**config.mk**
```make
export PLATFORM = sky130hd
export DESIGN_NAME = box_blur_edge_aware_flat
export DESIGN_NICKNAME = d
export VERILOG_FILES = /design/src/hdl/bblur_pkg.sv /design/src/hdl/bblur_column_if.sv /design/src/hdl/bblur_result_if.sv /design/src/hdl/box_blur_edge_aware.sv /design/src/hdl/bblur_ctrl.sv /design/src/hdl/bblur_dp.sv /design/src/flat_wrapper.sv
export SDC_FILE = /design/constraint.sdc
export NUM_CORES = 2
export LEC_CHECK = 0
export BUFFER_PORTS_ARGS = -buffer_cell sky130_fd_sc_hd__buf_2
export CAP_MARGIN = 40
export CORE_UTILIZATION = 30
export DETAILED_ROUTE_END_ITERATION = 16
export GPL_TIMING_DRIVEN = 0
export PLACE_DENSITY = 0.5
export SYNTH_ARGS = -nofsm -noshare
export SYNTH_HDL_FRONTEND = slang
export SYNTH_SLANG_ARGS = --single-unit
```
**constraint.sdc**
```tcl
create_clock -name clk -period 6.7 [get_ports clk]
set_clock_uncertainty 0.15 [all_clocks]
set_input_delay 0.67 -clock clk [delete_from_list [all_inputs] [get_ports clk]]
set_output_delay 0.67 -clock clk [all_outputs]
set_load 0.05 [all_outputs]
```
**src/hdl/bblur_pkg.sv**
```systemverilog
package bblur_pkg;

    localparam int unsigned PIX_W      = 8;
    localparam int unsigned COL_SUM_W  = 10;  // three pixels: up to 765
    localparam int unsigned COL_CNT_W  = 2;   // one to three pixels
    localparam int unsigned WIN_SUM_W  = 12;  // nine pixels: up to 2295
    localparam int unsigned WIN_CNT_W  = 4;   // one to nine pixels
    localparam int unsigned NUM_W      = 13;  // 2*sum + count: up to 4599
    localparam int unsigned RECIP_W    = 18;
    localparam int unsigned RECIP_SHIFT = 18;
    localparam int unsigned PROD_W     = NUM_W + RECIP_W;
    localparam int unsigned SEEN_W     = 2;

    typedef struct packed {
        logic [PIX_W-1:0] top_red;
        logic [PIX_W-1:0] top_green;
        logic [PIX_W-1:0] top_blue;
        logic [PIX_W-1:0] mid_red;
        logic [PIX_W-1:0] mid_green;
        logic [PIX_W-1:0] mid_blue;
        logic [PIX_W-1:0] bottom_red;
        logic [PIX_W-1:0] bottom_green;
        logic [PIX_W-1:0] bottom_blue;
        logic             has_top;
        logic             has_bottom;
        logic             last_in_row;
    } col_word_t;

    typedef struct packed {
        logic [PIX_W-1:0] out_red;
        logic [PIX_W-1:0] out_green;
        logic [PIX_W-1:0] out_blue;
        logic             end_of_row;
    } res_word_t;

    // Commands from the sequencer to the datapath.
    typedef struct packed {
        logic load;      // capture the column word
        logic live;      // use the word on the input port, not the captured one
        logic prep;      // form numerators and reciprocal for one result
        logic job_last;  // the result being formed closes the row
        logic fire;      // multiply and load the output register
        logic update;    // shift or clear the held columns
    } ctrl_cmd_t;

    typedef struct packed {
        logic seen_zero;  // no column of this row is held
        logic last_live;  // last_in_row of the word on the input port
        logic last_reg;   // last_in_row of the captured word
        logic out_free;   // output register empty or being taken
    } ctrl_status_t;

    // ceil(2^RECIP_SHIFT / (2*n)); exact floor for numerators below 2^18/18.
    function automatic logic [RECIP_W-1:0] recip_of(input logic [WIN_CNT_W-1:0] n);
        logic [RECIP_W-1:0] r;
        begin
            case (n)
                4'd1:    r = 18'd131072;
                4'd2:    r = 18'd65536;
                4'd3:    r = 18'd43691;
                4'd4:    r = 18'd32768;
                4'd5:    r = 18'd26215;
                4'd6:    r = 18'd21846;
                4'd7:    r = 18'd18725;
                4'd8:    r = 18'd16384;
                4'd9:    r = 18'd14564;
                default: r = '0;
            endcase
            return r;
        end
    endfunction

endpackage

```
**src/hdl/bblur_column_if.sv**
```systemverilog
interface bblur_column_if;
    logic                       valid;
    logic                       ready;
    logic [bblur_pkg::PIX_W-1:0] top_red;
    logic [bblur_pkg::PIX_W-1:0] top_green;
    logic [bblur_pkg::PIX_W-1:0] top_blue;
    logic [bblur_pkg::PIX_W-1:0] mid_red;
    logic [bblur_pkg::PIX_W-1:0] mid_green;
    logic [bblur_pkg::PIX_W-1:0] mid_blue;
    logic [bblur_pkg::PIX_W-1:0] bottom_red;
    logic [bblur_pkg::PIX_W-1:0] bottom_green;
    logic [bblur_pkg::PIX_W-1:0] bottom_blue;
    logic                       has_top;
    logic                       has_bottom;
    logic                       last_in_row;

    modport source (
        output valid, top_red, top_green, top_blue, mid_red, mid_green, mid_blue,
               bottom_red, bottom_green, bottom_blue, has_top, has_bottom, last_in_row,
        input  ready
    );

    modport sink (
        input  valid, top_red, top_green, top_blue, mid_red, mid_green, mid_blue,
               bottom_red, bottom_green, bottom_blue, has_top, has_bottom, last_in_row,
        output ready
    );
endinterface

```
**src/hdl/bblur_result_if.sv**
```systemverilog
interface bblur_result_if;
    logic                       valid;
    logic                       ready;
    logic [bblur_pkg::PIX_W-1:0] out_red;
    logic [bblur_pkg::PIX_W-1:0] out_green;
    logic [bblur_pkg::PIX_W-1:0] out_blue;
    logic                       end_of_row;

    modport source (
        output valid, out_red, out_green, out_blue, end_of_row,
        input  ready
    );

    modport sink (
        input  valid, out_red, out_green, out_blue, end_of_row,
        output ready
    );
endinterface

```
**src/hdl/box_blur_edge_aware.sv**
```systemverilog
// Edge-aware 3x3 box blur on RGB pixels. Feed one column word per pixel of a
// row, left to right: the pixel itself plus the pixels above and below, with
// has_top/has_bottom marking which of those exist and last_in_row marking the
// rightmost column. Each result is the average of the neighbors that exist,
// rounded half up. A pixel's result leaves when the column to its right has
// been taken, so results trail the input by one column; the rightmost column
// word yields two results (its left neighbor, then itself with end_of_row set),
// or one for a row that is a single pixel wide. The block works on one column
// word at a time: a word that yields no result (the first of a row) is only
// accepted and shifted in. Each result has a prep step, which forms the window
// sum and looks up the reciprocal of twice the pixel count, then a fire step,
// whose three reciprocal multiplies load the output register once it is free;
// the first result of a word is prepared as the word is accepted, and the
// row-closing word of a longer row then adds a prep and fire for itself. A new
// column word is taken while a finished result still waits in the output
// register; a stalled result holds the next one back in the multiply step.
module box_blur_edge_aware (
    input  logic                  clk,
    input  logic                  rst_n,
    bblur_column_if.sink          column,
    bblur_result_if.source        result
);

    bblur_pkg::col_word_t    col_word;
    bblur_pkg::res_word_t    res_word;
    bblur_pkg::ctrl_cmd_t    cmd;
    bblur_pkg::ctrl_status_t status;
    logic                    in_ready;
    logic                    res_valid;

    // pack the column word
    assign col_word.top_red      = column.top_red;
    assign col_word.top_green    = column.top_green;
    assign col_word.top_blue     = column.top_blue;
    assign col_word.mid_red      = column.mid_red;
    assign col_word.mid_green    = column.mid_green;
    assign col_word.mid_blue     = column.mid_blue;
    assign col_word.bottom_red   = column.bottom_red;
    assign col_word.bottom_green = column.bottom_green;
    assign col_word.bottom_blue  = column.bottom_blue;
    assign col_word.has_top      = column.has_top;
    assign col_word.has_bottom   = column.has_bottom;
    assign col_word.last_in_row  = column.last_in_row;
    assign column.ready          = in_ready;

    // sequencer: accept, form each result, retire the column
    bblur_ctrl u_ctrl (
        .clk      (clk),
        .rst_n    (rst_n),
        .in_valid (column.valid),
        .in_ready (in_ready),
        .status   (status),
        .cmd      (cmd)
    );

    // held columns, window sums, reciprocal multiply and output register
    bblur_dp u_dp (
        .clk       (clk),
        .rst_n     (rst_n),
        .col_word  (col_word),
        .cmd       (cmd),
        .status    (status),
        .res_word  (res_word),
        .res_valid (res_valid),
        .res_ready (result.ready)
    );

    // unpack the result word
    assign result.valid      = res_valid;
    assign result.out_red    = res_word.out_red;
    assign result.out_green  = res_word.out_green;
    assign result.out_blue   = res_word.out_blue;
    assign result.end_of_row = res_word.end_of_row;

endmodule

```
**src/hdl/bblur_ctrl.sv**
```systemverilog
module bblur_ctrl (
    input  logic                    clk,
    input  logic                    rst_n,
    input  logic                    in_valid,
    output logic                    in_ready,
    input  bblur_pkg::ctrl_status_t status,
    output bblur_pkg::ctrl_cmd_t    cmd
);

    typedef enum logic [1:0] {
        ST_IDLE,
        ST_FIRE,
        ST_PREP
    } state_t;

    state_t state_reg;
    state_t state_next;
    logic   job_last_reg;
    logic   job_last_next;

    always_comb
    begin
        state_next    = state_reg;
        job_last_next = job_last_reg;
        cmd           = '0;
        in_ready      = (state_reg == ST_IDLE);
        case (state_reg)
            ST_IDLE:
            begin
                if (in_valid)
                begin
                    cmd.load = 1'b1;
                    cmd.live = 1'b1;
                    if (!status.seen_zero)
                    begin
                        // left neighbor now complete: its result goes first
                        cmd.prep      = 1'b1;
                        cmd.job_last  = 1'b0;
                        job_last_next = 1'b0;
                        state_next    = ST_FIRE;
                    end
                    else if (status.last_live)
                    begin
                        cmd.prep      = 1'b1;
                        cmd.job_last  = 1'b1;
                        job_last_next = 1'b1;
                        state_next    = ST_FIRE;
                    end
                    else
                    begin
                        cmd.update = 1'b1;
                    end
                end
            end
            ST_FIRE:
            begin
                if (status.out_free)
                begin
                    cmd.fire = 1'b1;
                    if (!job_last_reg && status.last_reg)
                    begin
                        state_next = ST_PREP;
                    end
                    else
                    begin
                        cmd.update = 1'b1;
                        state_next = ST_IDLE;
                    end
                end
            end
            ST_PREP:
            begin
                cmd.prep      = 1'b1;
                cmd.job_last  = 1'b1;
                job_last_next = 1'b1;
                state_next    = ST_FIRE;
            end
            default:
            begin
                state_next = ST_IDLE;
            end
        endcase
    end

    always_ff @(posedge clk or negedge rst_n)
    begin
        if (!rst_n)
        begin
            state_reg    <= ST_IDLE;
            job_last_reg <= 1'b0;
        end
        else
        begin
            state_reg    <= state_next;
            job_last_reg <= job_last_next;
        end
    end

endmodule

```
**src/hdl/bblur_dp.sv**
```systemverilog
module bblur_dp (
    input  logic                    clk,
    input  logic                    rst_n,
    input  bblur_pkg::col_word_t    col_word,
    input  bblur_pkg::ctrl_cmd_t    cmd,
    output bblur_pkg::ctrl_status_t status,
    output bblur_pkg::res_word_t    res_word,
    output logic                    res_valid,
    input  logic                    res_ready
);

    // held columns of the current row: older and newer
    logic [bblur_pkg::COL_SUM_W-1:0] old_sum_reg [3];
    logic [bblur_pkg::COL_SUM_W-1:0] new_sum_reg [3];
    logic [bblur_pkg::COL_CNT_W-1:0] old_cnt_reg;
    logic [bblur_pkg::COL_CNT_W-1:0] new_cnt_reg;
    logic [bblur_pkg::SEEN_W-1:0]    seen_reg;

    // captured column
    logic [bblur_pkg::COL_SUM_W-1:0] cur_sum_reg [3];
    logic [bblur_pkg::COL_CNT_W-1:0] cur_cnt_reg;
    logic                            last_reg;

    // divider operands
    logic [bblur_pkg::NUM_W-1:0]     num_reg [3];
    logic [bblur_pkg::RECIP_W-1:0]   recip_reg;
    logic                            eor_pend_reg;

    // output register
    logic [bblur_pkg::PIX_W-1:0]     quo_reg [3];
    logic                            eor_reg;
    logic                            res_valid_reg;
    logic                            res_valid_next;

    logic [bblur_pkg::PIX_W-1:0]     top_pix [3];
    logic [bblur_pkg::PIX_W-1:0]     mid_pix [3];
    logic [bblur_pkg::PIX_W-1:0]     bot_pix [3];
    logic [bblur_pkg::COL_SUM_W-1:0] live_sum [3];
    logic [bblur_pkg::COL_CNT_W-1:0] live_cnt;
    logic [bblur_pkg::COL_SUM_W-1:0] use_sum [3];
    logic [bblur_pkg::COL_CNT_W-1:0] use_cnt;
    logic                            use_last;
    logic [bblur_pkg::WIN_SUM_W-1:0] win_sum [3];
    logic [bblur_pkg::WIN_CNT_W-1:0] win_cnt;
    logic [bblur_pkg::NUM_W-1:0]     win_num [3];
    logic [bblur_pkg::PROD_W-1:0]    prod [3];
    logic                            add_new;
    logic                            add_old;

    assign top_pix[0] = col_word.top_red;
    assign top_pix[1] = col_word.top_green;
    assign top_pix[2] = col_word.top_blue;
    assign mid_pix[0] = col_word.mid_red;
    assign mid_pix[1] = col_word.mid_green;
    assign mid_pix[2] = col_word.mid_blue;
    assign bot_pix[0] = col_word.bottom_red;
    assign bot_pix[1] = col_word.bottom_green;
    assign bot_pix[2] = col_word.bottom_blue;

    always_comb
    begin
        live_cnt = bblur_pkg::COL_CNT_W'(1)
                 + bblur_pkg::COL_CNT_W'(col_word.has_top)
                 + bblur_pkg::COL_CNT_W'(col_word.has_bottom);
        for (int c = 0; c < 3; c++)
        begin
            live_sum[c] = bblur_pkg::COL_SUM_W'(mid_pix[c])
                        + (col_word.has_top ? bblur_pkg::COL_SUM_W'(top_pix[c]) : '0)
                        + (col_word.has_bottom ? bblur_pkg::COL_SUM_W'(bot_pix[c]) : '0);
            use_sum[c]  = cmd.live ? live_sum[c] : cur_sum_reg[c];
        end
        use_cnt  = cmd.live ? live_cnt : cur_cnt_reg;
        use_last = cmd.live ? col_word.last_in_row : last_reg;
    end

    // window of the result being formed: a row-closing result takes the newer
    // column and this one; otherwise the newer column is the center
    always_comb
    begin
        add_new = cmd.job_last ? (seen_reg != '0) : 1'b1;
        add_old = cmd.job_last ? 1'b0 : seen_reg[1];
        win_cnt = bblur_pkg::WIN_CNT_W'(use_cnt)
                + (add_new ? bblur_pkg::WIN_CNT_W'(new_cnt_reg) : '0)
                + (add_old ? bblur_pkg::WIN_CNT_W'(old_cnt_reg) : '0);
        for (int c = 0; c < 3; c++)
        begin
            win_sum[c] = bblur_pkg::WIN_SUM_W'(use_sum[c])
                       + (add_new ? bblur_pkg::WIN_SUM_W'(new_sum_reg[c]) : '0)
                       + (add_old ? bblur_pkg::WIN_SUM_W'(old_sum_reg[c]) : '0);
            win_num[c] = {win_sum[c], 1'b0} + bblur_pkg::NUM_W'(win_cnt);
            prod[c]    = bblur_pkg::PROD_W'(num_reg[c]) * bblur_pkg::PROD_W'(recip_reg);
        end
    end

    assign res_valid_next = cmd.fire ? 1'b1 : (res_ready ? 1'b0 : res_valid_reg);

    always_ff @(posedge clk or negedge rst_n)
    begin
        if (!rst_n)
        begin
            for (int c = 0; c < 3; c++)
            begin
                old_sum_reg[c] <= '0;
                new_sum_reg[c] <= '0;
            end
            old_cnt_reg   <= '0;
            new_cnt_reg   <= '0;
            seen_reg      <= '0;
            res_valid_reg <= 1'b0;
        end
        else
        begin
            res_valid_reg <= res_valid_next;
            if (cmd.update)
            begin
                if (use_last)
                begin
                    // row done: drop the held columns
                    for (int c = 0; c < 3; c++)
                    begin
                        old_sum_reg[c] <= '0;
                        new_sum_reg[c] <= '0;
                    end
                    old_cnt_reg <= '0;
                    new_cnt_reg <= '0;
                    seen_reg    <= '0;
                end
                else
                begin
                    for (int c = 0; c < 3; c++)
                    begin
                        old_sum_reg[c] <= new_sum_reg[c];
                        new_sum_reg[c] <= use_sum[c];
                    end
                    old_cnt_reg <= new_cnt_reg;
                    new_cnt_reg <= use_cnt;
                    if (!seen_reg[1])
                    begin
                        seen_reg <= seen_reg + bblur_pkg::SEEN_W'(1);
                    end
                end
            end
        end
    end

    always_ff @(posedge clk)
    begin
        if (cmd.load)
        begin
            for (int c = 0; c < 3; c++)
            begin
                cur_sum_reg[c] <= live_sum[c];
            end
            cur_cnt_reg <= live_cnt;
            last_reg    <= col_word.last_in_row;
        end
        if (cmd.prep)
        begin
            for (int c = 0; c < 3; c++)
            begin
                num_reg[c] <= win_num[c];
            end
            recip_reg    <= bblur_pkg::recip_of(win_cnt);
            eor_pend_reg <= cmd.job_last;
        end
        if (cmd.fire)
        begin
            for (int c = 0; c < 3; c++)
            begin
                quo_reg[c] <= prod[c][bblur_pkg::RECIP_SHIFT +: bblur_pkg::PIX_W];
            end
            eor_reg <= eor_pend_reg;
        end
    end

    assign status.seen_zero = (seen_reg == '0);
    assign status.last_live = col_word.last_in_row;
    assign status.last_reg  = last_reg;
    assign status.out_free  = !res_valid_reg || res_ready;

    assign res_valid           = res_valid_reg;
    assign res_word.out_red    = quo_reg[0];
    assign res_word.out_green  = quo_reg[1];
    assign res_word.out_blue   = quo_reg[2];
    assign res_word.end_of_row = eor_reg;

endmodule

```
**src/flat_wrapper.sv**
```systemverilog
// flat-port wrapper written by rule: the top's interface ports become plain ports
module box_blur_edge_aware_flat 
  (clk, rst_n, column_valid, column_top_red, column_top_green, column_top_blue, column_mid_red, column_mid_green, column_mid_blue, column_bottom_red, column_bottom_green, column_bottom_blue, column_has_top, column_has_bottom, column_last_in_row, column_ready, result_valid, result_out_red, result_out_green, result_out_blue, result_end_of_row, result_ready);
  bblur_column_if column_i ();
  bblur_result_if result_i ();
  input  logic clk;
  input  logic rst_n;
  input wire logic [$bits(column_i.valid)-1:0] column_valid;
  input wire logic [$bits(column_i.top_red)-1:0] column_top_red;
  input wire logic [$bits(column_i.top_green)-1:0] column_top_green;
  input wire logic [$bits(column_i.top_blue)-1:0] column_top_blue;
  input wire logic [$bits(column_i.mid_red)-1:0] column_mid_red;
  input wire logic [$bits(column_i.mid_green)-1:0] column_mid_green;
  input wire logic [$bits(column_i.mid_blue)-1:0] column_mid_blue;
  input wire logic [$bits(column_i.bottom_red)-1:0] column_bottom_red;
  input wire logic [$bits(column_i.bottom_green)-1:0] column_bottom_green;
  input wire logic [$bits(column_i.bottom_blue)-1:0] column_bottom_blue;
  input wire logic [$bits(column_i.has_top)-1:0] column_has_top;
  input wire logic [$bits(column_i.has_bottom)-1:0] column_has_bottom;
  input wire logic [$bits(column_i.last_in_row)-1:0] column_last_in_row;
  output wire logic [$bits(column_i.ready)-1:0] column_ready;
  output wire logic [$bits(result_i.valid)-1:0] result_valid;
  output wire logic [$bits(result_i.out_red)-1:0] result_out_red;
  output wire logic [$bits(result_i.out_green)-1:0] result_out_green;
  output wire logic [$bits(result_i.out_blue)-1:0] result_out_blue;
  output wire logic [$bits(result_i.end_of_row)-1:0] result_end_of_row;
  input wire logic [$bits(result_i.ready)-1:0] result_ready;
  assign column_i.valid = column_valid;
  assign column_i.top_red = column_top_red;
  assign column_i.top_green = column_top_green;
  assign column_i.top_blue = column_top_blue;
  assign column_i.mid_red = column_mid_red;
  assign column_i.mid_green = column_mid_green;
  assign column_i.mid_blue = column_mid_blue;
  assign column_i.bottom_red = column_bottom_red;
  assign column_i.bottom_green = column_bottom_green;
  assign column_i.bottom_blue = column_bottom_blue;
  assign column_i.has_top = column_has_top;
  assign column_i.has_bottom = column_has_bottom;
  assign column_i.last_in_row = column_last_in_row;
  assign column_ready = column_i.ready;
  assign result_valid = result_i.valid;
  assign result_out_red = result_i.out_red;
  assign result_out_green = result_i.out_green;
  assign result_out_blue = result_i.out_blue;
  assign result_end_of_row = result_i.end_of_row;
  assign result_i.ready = result_ready;
  box_blur_edge_aware u_core (.clk(clk), .rst_n(rst_n), .column(column_i), .result(result_i));
endmodule
```
## Word level (Yosys, flattened, before mapping)

Memories as Yosys holds them, arrays and structs flattened. A register that Yosys moved wholly into a read port is not among the register bits.
Index checks and enable logic that the tools add are counted.

| word-level totals | value |
|---|---|
| memories | 4 |
| bits in writable memories | 93 |
| word-level logic and storage cells | 119 |
| register bits after elaboration | 75 |
| input port bits | 79 |
| ROM bits | 288 |

| cells by class | value |
|---|---|
| add/sub/neg operators | 20 |
| mux-type cells | 57 |
| eq/ne operators | 6 |
| reduce and logical (&&, ||, !) cells | 12 |
| multiply operators | 3 |

Memory list:

| name | words | bits a word | rd ports | clocked after memory_dff | write ports | RTL line | RTL |
|---|---|---|---|---|---|---|---|
| (no name shown) | 16 | 18 | 1 | 1 | 0 | bblur_pkg.sv:57 | `case (n)` |
| u_core.u_dp.num_reg | 3 | 13 | 3 | 0 | 3 | bblur_dp.sv:25 | `logic [bblur_pkg::NUM_W-1:0] num_reg [3];` |
| u_core.u_dp.cur_sum_reg | 3 | 10 | 3 | 0 | 3 | bblur_dp.sv:20 | `logic [bblur_pkg::COL_SUM_W-1:0] cur_sum_reg [3];` |
| u_core.u_dp.quo_reg | 3 | 8 | 3 | 0 | 3 | bblur_dp.sv:30 | `logic [bblur_pkg::PIX_W-1:0] quo_reg [3];` |

Operators with widths:

| kind | number |
|---|---|
| two-way mux 10 bit | 9 |
| multiplier 13 x 18 -> 26 bit | 3 |
| two-way mux 30 bit | 2 |
| two-way mux 8 bit | 6 |
| adder 13 x 4 -> 13 bit | 3 |
| adder 11 x 10 -> 12 bit | 3 |
| adder 10 x 10 -> 11 bit | 3 |
| two-way mux 2 bit | 16 |
| adder 9 x 8 -> 10 bit | 3 |
| adder 8 x 8 -> 9 bit | 3 |
| two-way mux 1 bit | 19 |
| one-hot mux 2 bit (3 select lines) | 1 |
| AND reduction 3 bit | 2 |
| nonzero test 2 bit | 3 |
| adder 3 x 2 -> 4 bit | 1 |
| logical NOT 2 bit | 2 |
| two-way mux 4 bit | 1 |
| inequality test 2 x 1 -> 1 bit, second input constant | 2 |
| one-hot mux 1 bit (2 select lines) | 2 |
| one-hot mux 2 bit (2 select lines) | 1 |
| adder 2 x 2 -> 3 bit | 1 |
| inequality test 3 bit, second input constant | 1 |
| adder 1 x 1 -> 2 bit, first input constant | 1 |
| adder 2 x 1 -> 2 bit | 1 |
| 8 further kinds | 9 |

## Longest topological paths before layout

| depth | value |
|---|---|
| word-level depth | 9 |
| depth in mapped cells | 24 |
| mapped depth without buffers | 23 |

## Cells and area by module

From an unflattened synthesis, not the netlist that was laid out.

| unflattened totals | value |
|---|---|
| cells, all modules | 3,149 |
| area, all modules | 30,022.5 um2 |

By module, submodules not included:

| module | sequential area each (um2) | instances | area each (um2) | cells each |
|---|---|---|---|---|
| bblur_dp | 5,099.9 | 1 | 29,842.4 | 3,126 |
| bblur_ctrl | 75.1 | 1 | 180.2 | 23 |

## Least setup slack after synthesis

No wires, ideal clock.

| timing | value |
|---|---|
| path kind | flip-flop to flip-flop |
| start | reg u_core.u_dp.recip_reg[15] (netlist bit) |
| end | mem u_core.u_dp.quo_reg[0][14] (netlist bit) (data pin) |
| arrival time | 5.234 ns |
| library setup time | 0.258 ns |
| setup slack | 1.058 ns |
| cell stages (with the launch flop) | 21 |
| period minus slack after synthesis | 5.642 ns |
| data required time | 6.292 ns |
| cell sequence | edfxtp_1 -> clkbuf_1 -> clkbuf_1 -> nand2_1 -> fa_1 -> inv_1 -> fa_1 -> fa_1 -> fa_1 -> inv_1 -> fa_1 -> inv_1 -> ha_1 -> or3_1 -> o21ai_1 -> a21oi_1 -> a21oi_1 -> o31ai_4 -> a211o_2 -> a21oi_1 -> xnor2_1 |

RTL lines:

| what | RTL line | RTL |
|---|---|---|
| from (decl) | bblur_dp.sv:26 | `logic [bblur_pkg::RECIP_W-1:0] recip_reg;` |
| to (decl) | bblur_dp.sv:30 |  |

==> summary.txt <==
Status
  – Status: finished clean

Timing
  – Fmax achieved: 154 MHz
  – Slew @ Worst Pin: 0.897 ns
  – Count of final hold-check violations: 0
  – Crit share post-route: 96.7%
  – Max Slew Vio Count: 0
  – Min Clock Period, post-route: 6.48 ns
  – Slew margin rel.: 40.2%
  – RSZ-0062 raised after global routing: false
  – Endpoints failing setup: 0

Placement
  – GPL Wtd Cong: 0.861
  – DP HPWL: 65900 um
  – Placed insts: 4679
  – Port buffer count: 105

Synth
  – Cells after synthesis: 3274
  – Synthesized area per cell: 9.19 um^2
  – EDFF count, synth: 114
  – Yosys reg bits: 184
  – Yosys cell types: 66
  – Post-synth top flop: edfxtp_1
  – Syn Nets: 4137
  – Seq/Total Area, Yosys: 17.2%
  – Synth area leaders: fa_1 (38%), edfxtp_1 (11%), inv_1 (9.4%), ha_1 (9.1%), nand2_1 (7.9%)
  – Post-synthesis cell area: 30100 um^2
  – Top cell type's share of synthesized area: 37.6%
  – Post-synth ARST share: 38.0%
  – Leading area contributor after synthesis: fa_1
  – Syn. warnings: 0

Die
  – DIE HEIGHT: 319 um
  – DIE AREA: 102000 um^2
  – Core Area: 98900 um^2
  – # IOs: 106
  – Row count: 115
  – Initial Util: 30.5%
  – Die width: 319 um

Finish
  – Max FFs per register: 37
  – Nets@finish: 4263
  – Finished Layout Cells: 4700
  – # diodes: 0
  – P&R area growth vs syn: 10.1%
  – Share of cells above drive strength 1: 6.53%

Clock tree
  – Sink Count: 184
  – Clock transition at path regs: 0.10 ns
  – Root buffer cell: clkbuf_16
  – Deepest clock path buffer count: 2
  – Clock buffer count from CTS: 17
  – Clock latency on the worst-skew pair: 0.49 ns
  – CTS tree: done
  – H-tree lvl count: 4

Routing
  – Vias per cell: 4.49
  – Via Count: 21100
  – Final wirelength: 78500 um
  – Antenna Nets Post-Route: 0
  – Routed len/inst: 16.7 um
  – DR DRC count: 0
  – Detailed Routing Iterations Pass 1: 6
  – 1st-iter DRT viols: 1305

Global routing
  – Grt ovf: 0
  – Initial antenna violation count: 5
  – All-Layer GR Usage: 16.1%
  – First-pass GRT wire length: 124000 um
  – Vias in the first global route: 21700
  – Largest net degree at the start of global routing: 63

Worst setup path
  – Crit path required time: 6.81 ns
  – Kind of critical path: register to register
  – Critical path arrival: 6.59 ns
  – Reg2reg end: u_core.u_dp.quo_reg[0][4]$_DFFE_PP_
  – Worst r2r src: u_core.u_dp.recip_reg[8]$_SDFFCE_PP0P_
  – Flop-to-flop setup slack: 0.22 ns
  – Worst-path fanout max: 10
  – CP endpoint kind: register
  – Crit start category: register
  – R2r worst-path depth: 20

Hold path
  – HP Class: input pin to register
  – Hold EP: u_core.u_dp.last_reg$_DFFE_PP_
  – Hold Crit Start: column_last_in_row
  – WHS Path Cells: 1

Flow run
  – Max-cap check violation count: 0
worst max path at each step:
| stage | from | to | slack, ns | cells after the start |
|---|---|---|---|---|
| CTS | u_core.u_dp.recip_reg[7]$_DFFE_PP_ | u_core.u_dp.quo_reg[0][7]$_DFFE_PP_ | 0.04 | 21 |
| finish | u_core.u_dp.recip_reg[8]$_SDFFCE_PP0P_ | u_core.u_dp.quo_reg[0][4]$_DFFE_PP_ | 0.22 | 20 |
| detailed placement | u_core.u_dp.recip_reg[8]$_SDFFCE_PP0P_ | u_core.u_dp.quo_reg[0][4]$_DFFE_PP_ | -0.49 | 19 |
| global placement | u_core.u_dp.recip_reg[9]$_SDFFCE_PP0P_ | u_core.u_dp.quo_reg[0][4]$_DFFE_PP_ | -0.58 | 19 |
| floorplan | u_core.u_dp.recip_reg[15]$_SDFFCE_PP0P_ | u_core.u_dp.quo_reg[0][14]$_DFFE_PP_ | 1.06 | 20 |
| global route | u_core.u_dp.recip_reg[1]$_SDFFCE_PP0P_ | u_core.u_dp.quo_reg[0][23]$_DFFE_PP_ | 0.001 | 20 |
through the flow:
stage / setup TNS [ns] / setup WS [ns] / util [%] / hold WS, ns / area [um^2]
finish: 0 / 0.221 / 33.5 / 0.293 / 33100
detailed placement: -2.61 / -0.490 / 32.8 / 0.306 / 32500
CTS: 0 / 0.0430 / 33.5 / 0.247 / 33100
global placement: -3.21 / -0.581 / 32.6 / 0.300 / 32200
global route: 0 / 0.00134 / 33.5 / 0.270 / 33100
floorplan: 0 / 1.06 / - / 0.224 / 30100
final cells by class:
type | instances | area, um^2
Clock buffer | 22 | 487
Sequential cell | 184 | 5170
Fill cell | 10300 | 65700
Inverter | 757 | 2840
Tap cell | 1287 | 1610
Multi-Input combinational cell | 2176 | 21500
Timing Repair Buffer | 130 | 851
Clock inverter | 10 | 86.3
Buffer | 134 | 551
kinds of logic after synthesis:
group           count (synthesis)  synth area share (%)
simple gates                 1045                  15.8
buf+inv                       914                  11.4
fa+ha+maj                     784                  46.7
compound gates                205                  4.68
flops                         184                  17.2
xor+xnor                      116                  3.37
mux                            26                 0.865
layout by cell type, fill, tap and decap left out, types with 8 or more instances in the layout:
cell type / Yosys / layout
inv_1: 756 / 756
mux2i_1: 26 / 26
nor2b_1: 11 / 11
o21ai_1: 20 / 21
nand2b_1: 11 / 11
buf_4: 0 / 10
clkbuf_2: 0 / 30
edfxtp_1: 114 / 114
o21bai_1: 8 / 8
nand2_1: 637 / 637
clkbuf_16: 0 / 19
nand3_1: 46 / 46
ha_1: 218 / 218
xnor2_1: 76 / 75
dfrtp_1: 70 / 70
buf_2: 6 / 112
buf_6: 0 / 8
and2_1: 244 / 244
a21oi_1: 55 / 55
a21o_1: 23 / 23
o31ai_1: 19 / 19
fa_1: 566 / 566
xor2_1: 40 / 40
nor3_1: 16 / 15
clkbuf_1: 150 / 98
o21ai_0: 24 / 23
nor2_1: 54 / 51
cell usage after synthesis (6+ instances only):
cell type	n
nand2_1	637
o21bai_1	8
a21oi_1	55
and2_1	244
edfxtp_1	114
a211oi_1	6
a21o_1	23
o21ai_0	24
nor3_1	16
xor2_1	40
o21ai_1	20
nor2b_1	11
nand2b_1	11
nor2_1	54
xnor2_1	76
buf_2	6
mux2i_1	26
ha_1	218
clkbuf_1	150
nand3_1	46
a31oi_1	6
fa_1	566
inv_1	756
o31ai_1	19
dfrtp_1	70
routing by layer:
metal  vias to the layer above  wire, um  global-route usage [%]
li1                       9958         -                       -
met2                       550     37400                    26.9
met1                     10500     34700                    21.7
met3                        75      4560                    2.20
met4                         0      1800                    4.50
met5                         -         0                       0
critical path, stage by stage, from the launching register on:
cell      delay (ns)
edfxtp_1        0.39
buf_12          0.15
clkbuf_1        0.68
nand2_1         0.18
fa_1            0.57
inv_1           0.06
fa_1            0.58
fa_1            0.44
fa_1            0.49
inv_1           0.05
fa_1            0.47
inv_1           0.04
ha_1            0.26
nand3_1         0.09
o22ai_1         0.37
a211oi_2        0.08
buf_4           0.17
o31ai_4         0.42
o21a_1          0.20
nor2_1          0.08
xnor2_2         0.34
timing repair:
action / 4_1_cts / 5_1_grt
pin swaps: 0 / 1
setup buffers: 6 / 5
endpoints found under the hold margin: 8 / 0
hold buffers: 1 / 0
setup endpoints to repair: 15 / 14
resized for setup: 17 / 40
Power is left out: the tool's default activity adds up to more than one toggle a clock period on the data nets, which glitch-free logic cannot reach.
